### config.mk
export PLATFORM = sky130hd
export DESIGN_NAME = source_address_blocklist
export DESIGN_NICKNAME = d
export VERILOG_FILES = /design/src/rtl/core/sab_pkg.sv /design/src/rtl/core/source_address_blocklist.sv /design/src/rtl/core/sab_ram.sv /design/src/rtl/core/sab_front.sv /design/src/rtl/core/sab_back.sv
export SDC_FILE = /design/constraint.sdc
export NUM_CORES = 1
export LEC_CHECK = 0
export ABC_AREA = 1
export BUFFER_PORTS_ARGS = -buffer_cell sky130_fd_sc_hd__buf_2
export CORE_ASPECT_RATIO = 0.6
export CORE_MARGIN = 2
export CORE_UTILIZATION = 25
export DETAILED_ROUTE_END_ITERATION = 12
export GPL_TIMING_DRIVEN = 1
export HOLD_SLACK_MARGIN = 0.05
export MAX_ROUTING_LAYER = met4
export PLACE_DENSITY = 0.4
export SYNTH_ARGS = -nofsm -noshare
export SYNTH_HDL_FRONTEND = slang
export SYNTH_SLANG_ARGS = --single-unit
### constraint.sdc
create_clock -name i_clk -period 3.64 [get_ports i_clk]
set_clock_uncertainty 0.1 [all_clocks]
set_input_delay 0.546 -clock i_clk [delete_from_list [all_inputs] [get_ports i_clk]]
set_output_delay 0.546 -clock i_clk [all_outputs]
set_load 0.1 [all_outputs]
### src/rtl/core/sab_pkg.sv
// sab_pkg: shared types and codes of the source address blocklist
// no dependencies; imported by sab_front, sab_back and source_address_blocklist
`default_nettype none

package sab_pkg;

    localparam int ADDR_W   = 32;
    localparam int OP_W     = 2;
    localparam int STATUS_W = 2;
    localparam int COUNT_W  = 4;

    localparam logic [OP_W-1:0] OP_LOOKUP = 2'd0;
    localparam logic [OP_W-1:0] OP_ADD    = 2'd1;
    localparam logic [OP_W-1:0] OP_REMOVE = 2'd2;
    localparam logic [OP_W-1:0] OP_RESET  = 2'd3;

    localparam logic [STATUS_W-1:0] ST_OK      = 2'd0;
    localparam logic [STATUS_W-1:0] ST_FULL    = 2'd1;
    localparam logic [STATUS_W-1:0] ST_PRESENT = 2'd2;
    localparam logic [STATUS_W-1:0] ST_ABSENT  = 2'd3;

    typedef struct packed {
        logic [OP_W-1:0]   op;
        logic [ADDR_W-1:0] addr;
    } t_cmd;

    typedef struct packed {
        logic                drop;
        logic [STATUS_W-1:0] status;
        logic [COUNT_W-1:0]  count;
    } t_result;

endpackage

`default_nettype wire

### src/rtl/core/source_address_blocklist.sv
// source_address_blocklist: top level, command queue in front of the table sequencer
// depends on sab_pkg, sab_front, sab_back (and sab_ram below it)
`default_nettype none

// channel  | direction | word layout (lsb first)
// s side   | in        | opcode[1:0], addr[33:2], zero pad[39:34]
// m side   | out       | drop[0], status[2:1], count[6:3], zero pad[7]
//
// in the sequencer, a reset, an empty table or an add to a full table goes straight to
// the final state; otherwise the scan reads one table entry per cycle through
// the single ram read port and ends at a hit or after the last valid entry; a successful
// remove then fetches the last entry through the read-last and latch states.
// reset empties the table at once by clearing the entry count; no clearing pass.
// a two-word queue takes input while the sequencer works; the result register
// holds a finished word while the next one is in progress, and the sequencer waits
// in its final cycle while that register is still full.

module source_address_blocklist
    import sab_pkg::*;
#(
    parameter int TABLE_DEPTH = 8
) (
    input  wire logic        i_clk,
    input  wire logic        i_rst_n,
    input  wire logic        i_s_tvalid,
    output logic             o_s_tready,
    input  wire logic [39:0] i_s_tdata,   // opcode[1:0], addr[33:2]
    output logic             o_m_tvalid,
    input  wire logic        i_m_tready,
    output logic      [7:0]  o_m_tdata    // drop[0], status[2:1], count[6:3]
);

    t_cmd    in_cmd, q_cmd;
    logic    q_valid, q_ready;
    t_result res;

    assign in_cmd.op   = i_s_tdata[OP_W-1:0];
    assign in_cmd.addr = i_s_tdata[OP_W+ADDR_W-1:OP_W];

    sab_front u_front (
        .i_clk       (i_clk),
        .i_rst_n     (i_rst_n),
        .i_valid     (i_s_tvalid),
        .o_ready     (o_s_tready),
        .i_cmd       (in_cmd),
        .o_cmd_valid (q_valid),
        .o_cmd       (q_cmd),
        .i_cmd_ready (q_ready)
    );

    sab_back #(
        .TABLE_DEPTH (TABLE_DEPTH)
    ) u_back (
        .i_clk       (i_clk),
        .i_rst_n     (i_rst_n),
        .i_cmd_valid (q_valid),
        .i_cmd       (q_cmd),
        .o_cmd_ready (q_ready),
        .o_res_valid (o_m_tvalid),
        .o_res       (res),
        .i_res_ready (i_m_tready)
    );

    assign o_m_tdata = {1'b0, res.count, res.status, res.drop};

endmodule

`default_nettype wire

### src/rtl/core/sab_ram.sv
// sab_ram: generic single write port, single read port ram with registered read
// no dependencies
`default_nettype none

module sab_ram #(
    parameter int WIDTH = 32,
    parameter int DEPTH = 8,
    localparam int AW = (DEPTH > 1) ? $clog2(DEPTH) : 1
) (
    input  wire logic             i_clk,
    input  wire logic             i_we,
    input  wire logic [AW-1:0]    i_waddr,
    input  wire logic [WIDTH-1:0] i_wdata,
    input  wire logic [AW-1:0]    i_raddr,
    output logic      [WIDTH-1:0] o_rdata
);

    logic [WIDTH-1:0] r_mem [DEPTH];

    always_ff @(posedge i_clk) begin
        if (i_we) begin
            r_mem[i_waddr] <= i_wdata;
        end
        o_rdata <= r_mem[i_raddr];
    end

endmodule

`default_nettype wire

### src/rtl/core/sab_front.sv
// sab_front: accepts command words and holds them in a two-entry queue
// depends on sab_pkg
`default_nettype none

module sab_front
    import sab_pkg::*;
(
    input  wire logic i_clk,
    input  wire logic i_rst_n,
    input  wire logic i_valid,
    output logic      o_ready,
    input  wire t_cmd i_cmd,
    output logic      o_cmd_valid,
    output t_cmd      o_cmd,
    input  wire logic i_cmd_ready
);

    t_cmd       r_q [2];
    logic       r_wp, r_rp;
    logic [1:0] r_fill;
    logic       push, pop;

    assign o_ready     = (r_fill != 2'd2);
    assign o_cmd_valid = (r_fill != 2'd0);
    assign o_cmd       = r_q[r_rp];
    assign push        = i_valid && o_ready;
    assign pop         = o_cmd_valid && i_cmd_ready;

    always_ff @(posedge i_clk) begin
        if (push) begin
            r_q[r_wp] <= i_cmd;
        end
        if (!i_rst_n) begin
            r_wp   <= 1'b0;
            r_rp   <= 1'b0;
            r_fill <= 2'd0;
        end else begin
            if (push) r_wp <= ~r_wp;
            if (pop)  r_rp <= ~r_rp;
            unique case ({push, pop})
                2'b10:   r_fill <= r_fill + 2'd1;
                2'b01:   r_fill <= r_fill - 2'd1;
                default: r_fill <= r_fill;
            endcase
        end
    end

endmodule

`default_nettype wire

### src/rtl/core/sab_back.sv
// sab_back: table sequencer; scans entries with one comparator, applies updates,
// holds the result register. depends on sab_pkg and sab_ram
`default_nettype none

module sab_back
    import sab_pkg::*;
#(
    parameter int TABLE_DEPTH = 8
) (
    input  wire logic i_clk,
    input  wire logic i_rst_n,
    input  wire logic i_cmd_valid,
    input  wire t_cmd i_cmd,
    output logic      o_cmd_ready,
    output logic      o_res_valid,
    output t_result   o_res,
    input  wire logic i_res_ready
);

    localparam int IW = (TABLE_DEPTH > 1) ? $clog2(TABLE_DEPTH) : 1;
    localparam int CW = $clog2(TABLE_DEPTH + 1);
    localparam logic [CW-1:0] FULL_CNT = CW'(TABLE_DEPTH);

    localparam logic [2:0] S_IDLE   = 3'd0;
    localparam logic [2:0] S_SCAN   = 3'd1;
    localparam logic [2:0] S_RDLAST = 3'd2;
    localparam logic [2:0] S_LATCH  = 3'd3;
    localparam logic [2:0] S_FIN    = 3'd4;

    logic [2:0]        r_state;
    logic [CW-1:0]     r_count;
    logic [OP_W-1:0]   r_op;
    logic [ADDR_W-1:0] r_addr;
    logic [IW-1:0]     r_idx, r_cidx, r_slot;
    logic              r_dvalid, r_hit;
    logic [ADDR_W-1:0] r_last;
    logic              r_out_valid;
    t_result           r_out;

    logic [CW-1:0]     last_cnt;
    logic [IW-1:0]     rd_addr, wr_addr;
    logic [ADDR_W-1:0] rd_data, wr_data;
    logic              we, out_free, is_full, cmp_hit, cmp_end;
    logic [CW+3:0]     cnt_ext;
    t_result           res;
    logic [CW-1:0]     n_count;

    assign last_cnt = r_count - CW'(1);
    assign is_full  = (r_count >= FULL_CNT);
    assign out_free = !r_out_valid || i_res_ready;
    assign cmp_hit  = r_dvalid && (rd_data == r_addr);
    assign cmp_end  = r_dvalid && (CW'(r_cidx) == last_cnt);

    assign o_cmd_ready = (r_state == S_IDLE);
    assign o_res_valid = r_out_valid;
    assign o_res       = r_out;

    always_comb begin
        rd_addr = r_idx;
        if (r_state == S_RDLAST) begin
            rd_addr = last_cnt[IW-1:0];
        end
    end

    // final update and result, applied when the output register is free
    always_comb begin
        we          = 1'b0;
        wr_addr     = r_count[IW-1:0];
        wr_data     = r_addr;
        n_count     = r_count;
        res.drop    = 1'b0;
        res.status  = ST_OK;
        unique case (r_op)
            OP_LOOKUP: res.drop = r_hit;
            OP_ADD: begin
                if (is_full) begin
                    res.status = ST_FULL;
                end else if (r_hit) begin
                    res.status = ST_PRESENT;
                end else begin
                    we      = 1'b1;
                    n_count = r_count + CW'(1);
                end
            end
            OP_REMOVE: begin
                if (!r_hit) begin
                    res.status = ST_ABSENT;
                end else begin
                    // last valid entry moves into the freed slot
                    we      = 1'b1;
                    wr_addr = r_slot;
                    wr_data = r_last;
                    n_count = last_cnt;
                end
            end
            default: n_count = '0;
        endcase
        if (r_state != S_FIN || !out_free) begin
            we = 1'b0;
        end
        cnt_ext   = {4'b0000, n_count};
        res.count = cnt_ext[3:0];
    end

    sab_ram #(
        .WIDTH (ADDR_W),
        .DEPTH (TABLE_DEPTH)
    ) u_ram (
        .i_clk   (i_clk),
        .i_we    (we),
        .i_waddr (wr_addr),
        .i_wdata (wr_data),
        .i_raddr (rd_addr),
        .o_rdata (rd_data)
    );

    always_ff @(posedge i_clk) begin
        if (!i_rst_n) begin
            r_state     <= S_IDLE;
            r_count     <= '0;
            r_out_valid <= 1'b0;
            r_dvalid    <= 1'b0;
        end else begin
            if (r_state == S_FIN && out_free) begin
                r_out_valid <= 1'b1;
            end else if (i_res_ready) begin
                r_out_valid <= 1'b0;
            end
            unique case (r_state)
                S_IDLE: begin
                    if (i_cmd_valid) begin
                        r_op     <= i_cmd.op;
                        r_addr   <= i_cmd.addr;
                        r_hit    <= 1'b0;
                        r_idx    <= '0;
                        r_dvalid <= 1'b0;
                        if (i_cmd.op == OP_RESET || r_count == '0
                                || (i_cmd.op == OP_ADD && is_full)) begin
                            r_state <= S_FIN;
                        end else begin
                            r_state <= S_SCAN;
                        end
                    end
                end
                S_SCAN: begin
                    if (cmp_hit) begin
                        r_hit    <= 1'b1;
                        r_slot   <= r_cidx;
                        r_dvalid <= 1'b0;
                        r_state  <= (r_op == OP_REMOVE) ? S_RDLAST : S_FIN;
                    end else if (cmp_end) begin
                        r_dvalid <= 1'b0;
                        r_state  <= S_FIN;
                    end else begin
                        // one read issued per cycle, compared once the registered read data returns
                        r_dvalid <= 1'b1;
                        r_cidx   <= r_idx;
                        r_idx    <= r_idx + IW'(1);
                    end
                end
                S_RDLAST: r_state <= S_LATCH;
                S_LATCH: begin
                    r_last  <= rd_data;
                    r_state <= S_FIN;
                end
                S_FIN: begin
                    if (out_free) begin
                        r_count <= n_count;
                        r_out   <= res;
                        r_state <= S_IDLE;
                    end
                end
                default: r_state <= S_IDLE;
            endcase
        end
    end

endmodule

`default_nettype wire
==> impl_metrics.tcl, run 1 <==
set metrics [dict create \
    ys_ff_latch 453 \
    grt_max_degree 85 \
    setup_viol_count_final 0 \
    r2r_cells 7 \
    path_cells "inv_1 > ha_1 > o21ai_4 > buf_4 > o21ai_0 > o22ai_1 > mux2_2" \
    p_total_mw 14.41 \
    r2r-end "u_back.u_ram.o_rdata[6]" \
    layout-drive-gt1-share_pct 15.80 \
    min_from "i_s_tdata[31]" \
    fin_crit_ns 2.829 \
    hold_path.class "in2reg" \
    cts_buffer_depth 3 \
    grt_overflow_total 0 \
    io_pins 54 \
    cts_buffers 41 \
    dp_hpwl_mm 24.90 \
    fp-row-count 75 \
    root_buffer "clkbuf_16" \
    antenna_cells 0 \
    cp.arrival_ns 3.23 \
    track_usage_pct 12.29 \
    timing.hold.ws_ns 0.07958 \
    die_h_um 209.6 \
    synthesis.nets 1356 \
    required_ns 4.04 \
    status "finished, final reports clean" \
    relSlewSlack_pct 38.94 \
    vias_per_cell 4.303 \
    r2r_slack_ns 0.81 \
    yosysSeqAreaShare_pct 74.61 \
    yosys_warnings 0 \
    avgRoutedWirePerCell_um 18.71 \
    powerDensity_nw_per_um2 703.4 \
    grt_pass1_wl_mm 64.72 \
    drv_cap 0 \
    critPathKind "reg2reg" \
    fmax_ghz 0.3535 \
    drcViolationCount 0 \
    start_util_pct 25.23 \
    post-place-ws_ns 0.7892 \
    slowest_delay_ns 0.71 \
    p_leak_nw 6.932 \
    start_kind "register" \
    routed-via-count 10050 \
    synth_cells 1304 \
    setup_ws_ns 0.8111 \
    cp_max_fo 64 \
    crit_slowest_cell "buf_4" \
    startpoint "u_back.r_count[0]" \
    synth_cell_type_count 31 \
    syn_area_um2 17610 \
    instances_no_fill 2335 \
    coreArea_um2 69820 \
    grt_pass1_vias 9737 \
    drtIter0Drc 945 \
    htreeDepth 2 \
    postSynthAreaPerCell_um2 13.51 \
    io_buffers 46 \
    place_congestion 0.7538 \
    slew_viol_final 0 \
    fin_nets 1431 \
    worst_pin_slew_ns 0.9063 \
    end_kind "register" \
    finalHoldViolCount 0 \
    dr.pass1.iters 5 \
    rsz0062_at_grt "false" \
    synthToLayoutAreaGrowth_pct 16.34 \
    vdd_drop_max_mv 0.3105 \
    cts_tree "yes" \
    die_area_um2 72670 \
    numClockSinks 453 \
    r2r_start "u_back.r_count[0]" \
    totalWireLength_mm 43.69 \
    crit_end "u_back.u_ram.o_rdata[6]" \
    die_x_um 346.7 \
    dp.cells 2250 \
    clk_pin_slew_worst_paths_ns 0.07 \
    insertion_delay_ns 0.56 \
    finalSetupTns_ns 0 \
    antenna_found_initial 4 \
    drtAntennaViolNets 0 \
    finalCritPeriodShare_pct 77.72 \
]
==> cell usage after synthesis, drive strengths merged <==
| master | count | area [um^2] |
|---|---|---|
| and3 | 1 | 6.260 |
| xnor2 | 8 | 70.07 |
| o211a | 1 | 10.01 |
| clkinv | 1 | 3.750 |
| nor2 | 187 | 701.9 |
| conb | 1 | 3.750 |
| buf | 43 | 334.1 |
| nand2 | 155 | 586.8 |
| o21ai | 174 | 874.6 |
| clkbuf | 15 | 56.30 |
| a211oi | 6 | 45.04 |
| mux2 | 66 | 743.2 |
| o22ai | 67 | 419.2 |
| a21oi | 16 | 80.08 |
| dfxtp | 46 | 920.9 |
| edfxtp | 407 | 12220 |
| nand4 | 3 | 18.77 |
| nand3 | 9 | 45.04 |
| nor3 | 5 | 36.29 |
| ha | 8 | 100.1 |
| xor2 | 2 | 17.52 |
| inv | 80 | 300.3 |
| or2 | 3 | 18.77 |
==> area by class of cell <==
type / count / area [um^2]
fill: 7116 / 49320
multi-input combinational: 712 / 3895
sequential: 453 / 13140
clock inverter: 9 / 45.04
timing repair buffer: 90 / 735.7
clock buffer: 66 / 1212
inverter: 81 / 305.3
tap: 924 / 1156
==> worst min-delay path by stage <==
| stage | to | slack [ns] | cells after the start |
|---|---|---|---|
| 2_1_floorplan | u_back.r_last[10] | 0.31 | 0 |
| 3_3_place_gp | u_back.r_last[16] | 0.33 | 0 |
| 3_5_place_dp | u_back.r_last[11] | 0.33 | 0 |
| 4_1_cts | u_front.r_q[0][4] | 0.05 | 1 |
| 5_1_grt | u_front.r_q[0][29] | 0.05 | 1 |
| 6_report | u_front.r_q[1][29] | 0.08 | 1 |
==> cells in the final DEF (no fill, tap or decap), types with 2 or more instances in the layout <==
cell / count
edfxtp_1: 407
nor2_1: 176
nand2_1: 153
o21ai_0: 102
inv_1: 75
o21ai_1: 70
o22ai_1: 67
mux2_2: 66
dfxtp_1: 46
buf_2: 46
clkbuf_16: 43
buf_4: 22
clkbuf_1: 18
a21oi_1: 16
buf_12: 12
nor2_4: 11
dlygate4sd3_1: 10
nand3_1: 9
xnor2_1: 8
ha_1: 8
a211oi_1: 6
clkinv_1: 6
clkbuf_8: 5
inv_2: 4
clkinv_2: 3
or2_2: 3
nand4_1: 3
nor3_1: 3
xor2_1: 2
nor3_4: 2
o21ai_4: 2
==> cells by family after synthesis <==
group | Yosys count | synth area share, %
AOI/OAI and AO/OA | 264 | 8.112
muxes | 66 | 4.219
DFF | 453 | 74.61
other | 1 | 0.02129
adders and majority gates | 8 | 0.5683
buffers and inverters | 139 | 3.942
and+or+nand+nor | 363 | 8.027
xor gates and xnor gates | 10 | 0.4973
==> layer usage <==
metal,part of all wire [%],vias to the layer above,global-route usage (%)
li1,-,4835,-
met1,55,4981,19.42
met2,39,184,16.08
met3,4.5,47,2.278
met4,1.3,0,2.249
met5,0,-,-
==> through the flow <==
stage / utilization, % / area [um^2]
floorplan: - / 17620
global placement: 27.41 / 19130
detailed placement: 27.41 / 19130
CTS: 29.34 / 20480
global route: 29.35 / 20490
finish: 29.35 / 20490
==> registers in the layout (all words and copies together), names as in the netlist, 4 cells and up, named ones only <==
signal,count
u_back.u_ram.r_mem,256
u_back.r_last,32
u_back.r_count,4
u_back.u_ram.o_rdata,32
u_back.r_addr,32
u_back.o_res,7
u_front.r_q,68
==> power by group <==
part | total, mW | leakage [nW] | switching, mW | internal, mW
clock network | 4.17 | 0.607 | 1.88 | 2.28
registers | 6.91 | 4.08 | 0.342 | 6.56
logic | 3.34 | 2.24 | 2.24 | 1.10
total | 14.4 | 6.93 | 4.46 | 9.95
==> critical path, delay by kind of cell (launching register included) <==
kind / cells / cell delay (ns)
AO/OA/AOI/OAI: 3 / 0.65
adder cells (fa/ha/maj): 1 / 0.44
buffers and inverters: 2 / 0.90
flip-flops: 1 / 0.47
multiplexers: 1 / 0.20
==> repair_timing <==
| action | in CTS | in global routing |
|---|---|---|
| gates resized for setup | 0 | 0 |
| endpoints found under the hold margin | 18 | 1 |
| hold buffers | 9 | 1 |
| buffers inserted | 0 | 0 |
No activity file was read; power rests on OpenSTA's default activity.
==> inputs of run 2 (changes only) <==
Settings changed: ABC_AREA 1 to 0.
Clock period 3.64 ns to 2.6 ns, I/O delays scaled along.
==> run 2 against run 1 <==
Against the previous run: design area up 3.3%; critical path depth up 1; synthesized cell count shrank 31%; maximum frequency increased by 15%; count of clock-buffer cells in the layout fell by 1; utilization grew 1.6 points; total power up 32%; wire length is 7.8% lower; register-to-register slack worse by 0.66 ns.
==> impl_metrics.tcl, run 2 <==
set metrics [dict create \
    numClockSinks 453 \
    synth_commonest_cells "407 x edfxtp_1, 106 x nand2_1, 68 x mux2_2, 60 x mux4_1, 46 x dfxtp_1" \
    syn_area_um2 17400 \
    grt_pass1_wl_mm 59.82 \
    required_ns 2.93 \
    die_x_um 344.6 \
    largest_reg_flops 256 \
    ys_ff_latch 453 \
    wl_met3_mm 1.463 \
    yosysSeqAreaShare_pct 75.54 \
    startpoint "u_back.r_state[0]" \
    fp-row-count 74 \
    dr.pass1.iters 5 \
    dp_hpwl_mm 23.30 \
    io_pins 54 \
    avgRoutedWirePerCell_um 20.11 \
    vias_per_cell 4.196 \
    powerDensity_nw_per_um2 896.1 \
    layout-drive-gt1-share_pct 23.94 \
    htreeDepth 2 \
    coreArea_um2 68420 \
    antenna_found_initial 0 \
    place_congestion 0.7238 \
    synthToLayoutAreaGrowth_pct 21.63 \
    critPathKind "reg2reg" \
    slew_viol_final 0 \
    yosysTopAreaCell "edfxtp_1" \
    num-fill-cells 6640 \
    synth_cell_type_count 54 \
    p_leak_nw 7.095 \
    synth_top_flop_cell "edfxtp_1" \
    layout_commonest_cell "edfxtp_1" \
    met1Wirelength_mm 20.91 \
    synthesis.nets 957 \
    cts_buffer_depth 3 \
    fmax_ghz 0.4077 \
    grt_max_degree 35 \
    dp.cells 1881 \
    regMostFlops "u_back.u_ram.r_mem" \
    yosysMostFrequentCell "edfxtp_1" \
    start_util_pct 25.43 \
    instances_no_fill 2003 \
    dr.max_layer_used "met4" \
    yosys-top-cells-area "edfxtp_1 70%, mux4_1 9.1%, dfxtp_1 5.3%" \
    cp_max_fo 22 \
    wl_met2_mm 17.38 \
    reg_top3 "u_back.u_ram.r_mem (256), u_front.r_q (68)" \
    hold_path.class "in2reg" \
    rsz0062_at_grt "false" \
    setup_ws_ns 0.1474 \
    drv_cap 0 \
    insertion_delay_ns 0.56 \
    p_total_mw 18.96 \
    synth_edf_count 407 \
    root_buffer "clkbuf_16" \
    setup_viol_count_final 0 \
    cts_tree "yes" \
    layout_common_cells "407 x edfxtp_1, 105 x nand2_1, 68 x mux2_2" \
    relSlewSlack_pct 60.75 \
    cts_buffers 46 \
    vdd_drop_max_mv 0.4498 \
    drcViolationCount 0 \
    fin_crit_ns 2.453 \
    yosys_warnings 0 \
    postSynthAreaPerCell_um2 19.22 \
    end_kind "register" \
    r2r_start "u_back.r_state[0]" \
    routed-via-count 8405 \
    synth_cells 905 \
    track_usage_pct 11.64 \
    ys_async_sr_fraction_pct 0 \
    fin_nets 1104 \
    io_buffers 46 \
    totalWireLength_mm 40.27 \
    die_area_um2 71790 \
    post-place-ws_ns 0.05208 \
    clk_pin_slew_worst_paths_ns 0.06 \
    yosys.area.top_type_share_pct 70.25 \
    min_from "i_m_tready" \
    grt_pass1_vias 8715 \
    cp.arrival_ns 2.79 \
    finalHoldViolCount 0 \
    drtAntennaViolNets 0 \
    die_h_um 208.3 \
    finalCritPeriodShare_pct 94.33 \
    postCtsSetupBuffers 0 \
    start_kind "register" \
    grt_overflow_total 0 \
    worst_pin_slew_ns 0.5888 \
    drtIter0Drc 469 \
    status "finished, final reports clean" \
]
## run 2: cell types whose count changed in the layout (fill, tap and decap cells not counted), moves of 60 or more
cell / delta
mux4_1: +60
inv_1: -63
o21ai_1: -70
o22ai_1: -66
nor2_1: -155
o21ai_0: -95
## run 2: worst max-delay path, stage by stage (launching register included)
cell	delay, ns
dfxtp_1	0.51
nor2_4	0.08
nand2_4	0.16
nor2_2	0.07
a21oi_4	0.14
buf_12	0.15
buf_12	0.20
mux4_1	0.60
mux2_2	0.28
## run 2: through the flow
step	hold WS (ns)	utilization, %	setup TNS (ns)	area, um^2
5_1_grt	0.1006	30.92	0	21160
4_1_cts	0.06700	30.89	0	21130
2_1_floorplan	0.3082	-	-64.61	17440
3_3_place_gp	0.3328	28.27	0	19350
3_5_place_dp	0.3341	28.27	0	19350
6_report	0.09269	30.93	0	21160
## run 2: repair_timing
item,4_1_cts,5_1_grt
endpoints found under the setup margin,0,46
hold endpoints to repair,69,0
resized for setup,0,4
hold buffers,35,0
## run 2: final timing paths
kind                                   end  slack (ns)  cells past startpoint
setup / recovery  u_back.u_ram.o_rdata[17]        0.15                      8
hold / removal          u_back.o_res_valid        0.09                      4
setup reg to reg  u_back.u_ram.o_rdata[17]        0.15                      8
hold reg to reg           u_back.r_last[9]        0.35                      0
## run 2: layer usage
layer | global-route usage (%) | vias up
li1 | - | 3884
met1 | 17.32 | 4346
met2 | 16.50 | 128
met3 | 2.193 | 47
met4 | 2.189 | 0
met5 | - | -
## run 2: cell type report
type,count,area (um^2),area share (%)
diodes,1,2.502,0.01183
clock buffers,65,1316,6.220
repair buffers,134,1279,6.043
clock inverters,21,121.4,0.5736
multi-input cells,405,4110,19.42
well taps,912,1141,5.393
inverters,12,45.04,0.2129
flip-flops and latches,453,13150,62.12
## run 2: cells by family (layout without fill, tap and decap cells)
family | count (synthesis) | in the layout | share of synthesized area [%]
xor+xnor | 39 | 39 | 1.963
other cells | 1 | 2 | 0.02155
fa+ha+maj | 8 | 8 | 0.5754
mux | 135 | 135 | 14.15
simple gates | 186 | 186 | 4.747
buf+inv | 47 | 232 | 1.625
flops | 453 | 453 | 75.54
compound gates | 36 | 36 | 1.374
## run 2: where the power goes
group          internal (mW)  switching [mW]
Clock                   3.62            2.71
Combinational           1.35            1.97
Sequential              8.98           0.336
==> inputs of run 3 (changes only) <==
--- a/config.mk
+++ b/config.mk
@@ -8,3 +8,3 @@
 export ABC_AREA = 0
-export BUFFER_PORTS_ARGS = -buffer_cell sky130_fd_sc_hd__buf_2
+export BUFFER_PORTS_ARGS = -buffer_cell sky130_fd_sc_hd__clkbuf_2
 export CORE_ASPECT_RATIO = 0.6
--- a/constraint.sdc
+++ b/constraint.sdc
@@ -4,2 +4,2 @@
 set_output_delay 0.39 -clock i_clk [all_outputs]
-set_load 0.1 [all_outputs]
+set_load 0.05 [all_outputs]
==> run 3 against run 2 <==
Against the previous run: clock power grew 3.6%; sequential share of layout area shrank 0.14 points; largest power group unchanged; utilization grew 0.066 points; wire length shrank 1.2%; register-to-register slack lost 0.02 ns; highest routed layer unchanged; die area is the same; non-clock buffer count grew 2.
==> impl_metrics.tcl, run 3 (synthesis results as in run 2) <==
set metrics [dict create \
    fin_crit_ns 2.473 \
    cts_buffers 48 \
    seq_area_um2 13140 \
    path_cells "xnor2_1 > nand4_1 > nor4_1 > buf_4 > and4_1 > or3_1 > nor2_1" \
    regMostFlops "u_back.u_ram.r_mem" \
    place_congestion 0.6891 \
    synthToLayoutAreaGrowth_pct 21.88 \
    fin_nets 1108 \
    track_usage_pct 11.63 \
    insertion_delay_ns 0.57 \
    end_kind "register" \
    layout-drive-gt1-share_pct 24.89 \
    num-fill-cells 6563 \
    vdd_drop_max_mv 0.3019 \
    finalHoldViolCount 0 \
    io_buffers 46 \
    die_area_um2 71790 \
    dp_hpwl_mm 23.30 \
    die_h_um 208.3 \
    worst_pin_slew_ns 0.6439 \
    p_leak_nw 7.160 \
    critPathKind "reg2reg" \
    fp-row-count 74 \
    grt_max_degree 35 \
    required_ns 2.79 \
    grt_pass1_vias 8755 \
    slew_viol_final 0 \
    grt_overflow_total 0 \
    crit_slowest_cell "edfxtp_1" \
    antenna_found_initial 0 \
    root_buffer "clkbuf_16" \
    setup_viol_count_final 0 \
    finalCritPeriodShare_pct 95.13 \
    cp_max_fo 4 \
    fin_util_pct 30.99 \
    cp.arrival_ns 2.67 \
    cts_buffer_depth 3 \
    antenna_cells 0 \
    postLayoutCellArea_um2 21210 \
    htreeDepth 2 \
    fmax_ghz 0.4043 \
    totalWireLength_mm 39.77 \
    io_pins 54 \
    clk_pin_slew_worst_paths_ns 0.06 \
    dr.pass1.iters 5 \
    vias_per_cell 4.176 \
    routed-via-count 8373 \
    multiInputGateArea_um2 4133 \
    place_area_um2 19320 \
    grt_pass1_wl_mm 59.24 \
    reg_top3 "u_back.u_ram.r_mem (256), u_front.r_q (68)" \
    rsz0062_at_grt "false" \
    drtIter0Drc 574 \
    relSlewSlack_pct 57.03 \
    layout_common_cells "407 x edfxtp_1, 105 x nand2_1, 68 x mux2_2" \
    coreArea_um2 68420 \
    slowest_delay_ns 0.44 \
    postCtsSetupBuffers 0 \
    largest_reg_flops 256 \
    finalSetupTns_ns 0 \
    numClockSinks 453 \
    drtAntennaViolNets 0 \
    hold_path.class "in2reg" \
    die_x_um 344.6 \
    layout_commonest_cell "edfxtp_1" \
    start_util_pct 25.43 \
    status "finished, final reports clean" \
    powerDensity_nw_per_um2 902.3 \
    cts_tree "yes" \
    drv_cap 0 \
    avgRoutedWirePerCell_um 19.84 \
    start_kind "register" \
    drcViolationCount 0 \
]
-- run 3: cell types whose count changed in the layout (fill, tap and decap cells not counted), sizes merged --
cell / before / now
inv: 12 / 13
clkinv: 18 / 17
buf: 99 / 54
diode: 1 / 0
clkbuf: 65 / 114
dlygate4sd3: 35 / 36
clkinvlp: 2 / 0
-- run 3: worst paths after layout --
| check | startpoint | endpoint | slack (ns) | cells past startpoint |
|---|---|---|---|---|
| worst min-delay path | i_s_tvalid | u_front.r_wp | 0.14 | 4 |
| worst max register to register | u_back.r_addr[25] | u_back.r_cidx[1] | 0.13 | 7 |
| worst max-delay path | u_back.r_addr[25] | u_back.r_cidx[1] | 0.13 | 7 |
| worst min register to register | u_back.u_ram.o_rdata[13] | u_back.r_last[13] | 0.35 | 0 |
-- run 3: layout make-up --
type,count,area share (%)
clock inverter,19,0.5605
sequential,453,61.98
inverter,12,0.2124
clock buffer,68,6.496
multi-input combinational,405,19.49
tap,912,5.381
timing repair buffer,136,5.877
-- run 3: critical path, delay by kind of cell, from the launching register on --
family | cells | cell delay, ns
buffers and inverters | 1 | 0.18
and+or+nand+nor | 5 | 1.16
xor gates and xnor gates | 1 | 0.33
DFF | 1 | 0.44
-- run 3: per-stage QoR --
| stage | std cells | hold WS, ns | power (mW) | setup slack, ns |
|---|---|---|---|---|
| after global placement | 1882 | 0.3313 | 12.73 | 0.05307 |
| after CTS | 2005 | 0.1080 | 19.49 | 0.02063 |
| after floorplan | 905 | 0.3082 | 11.46 | 0.05192 |
| after global routing | 2005 | 0.1528 | 20.09 | 0.003682 |
| after detailed placement | 1882 | 0.3373 | 12.75 | 0.03534 |
| final | 2005 | 0.1438 | 19.13 | 0.1267 |
-- run 3: repair_timing --
action / in CTS / in global routing
setup endpoints to repair: 0 / 10
resized for setup: 0 / 5
hold endpoints to repair: 70 / 0
hold buffers: 36 / 0
-- run 3: routing by layer --
layer	wire length [um]	track usage (%)
met1	20000	16.65
met2	17590	16.82
met3	1514	2.394
met4	669	2.744
met5	0	-
-- run 3: where the power goes --
group          total (mW)  internal (mW)  leakage (nW)  switching, mW
logic                3.28           1.37          2.33           1.91
registers            9.30           8.98          4.08          0.314
clock network        6.56           3.77         0.743           2.78
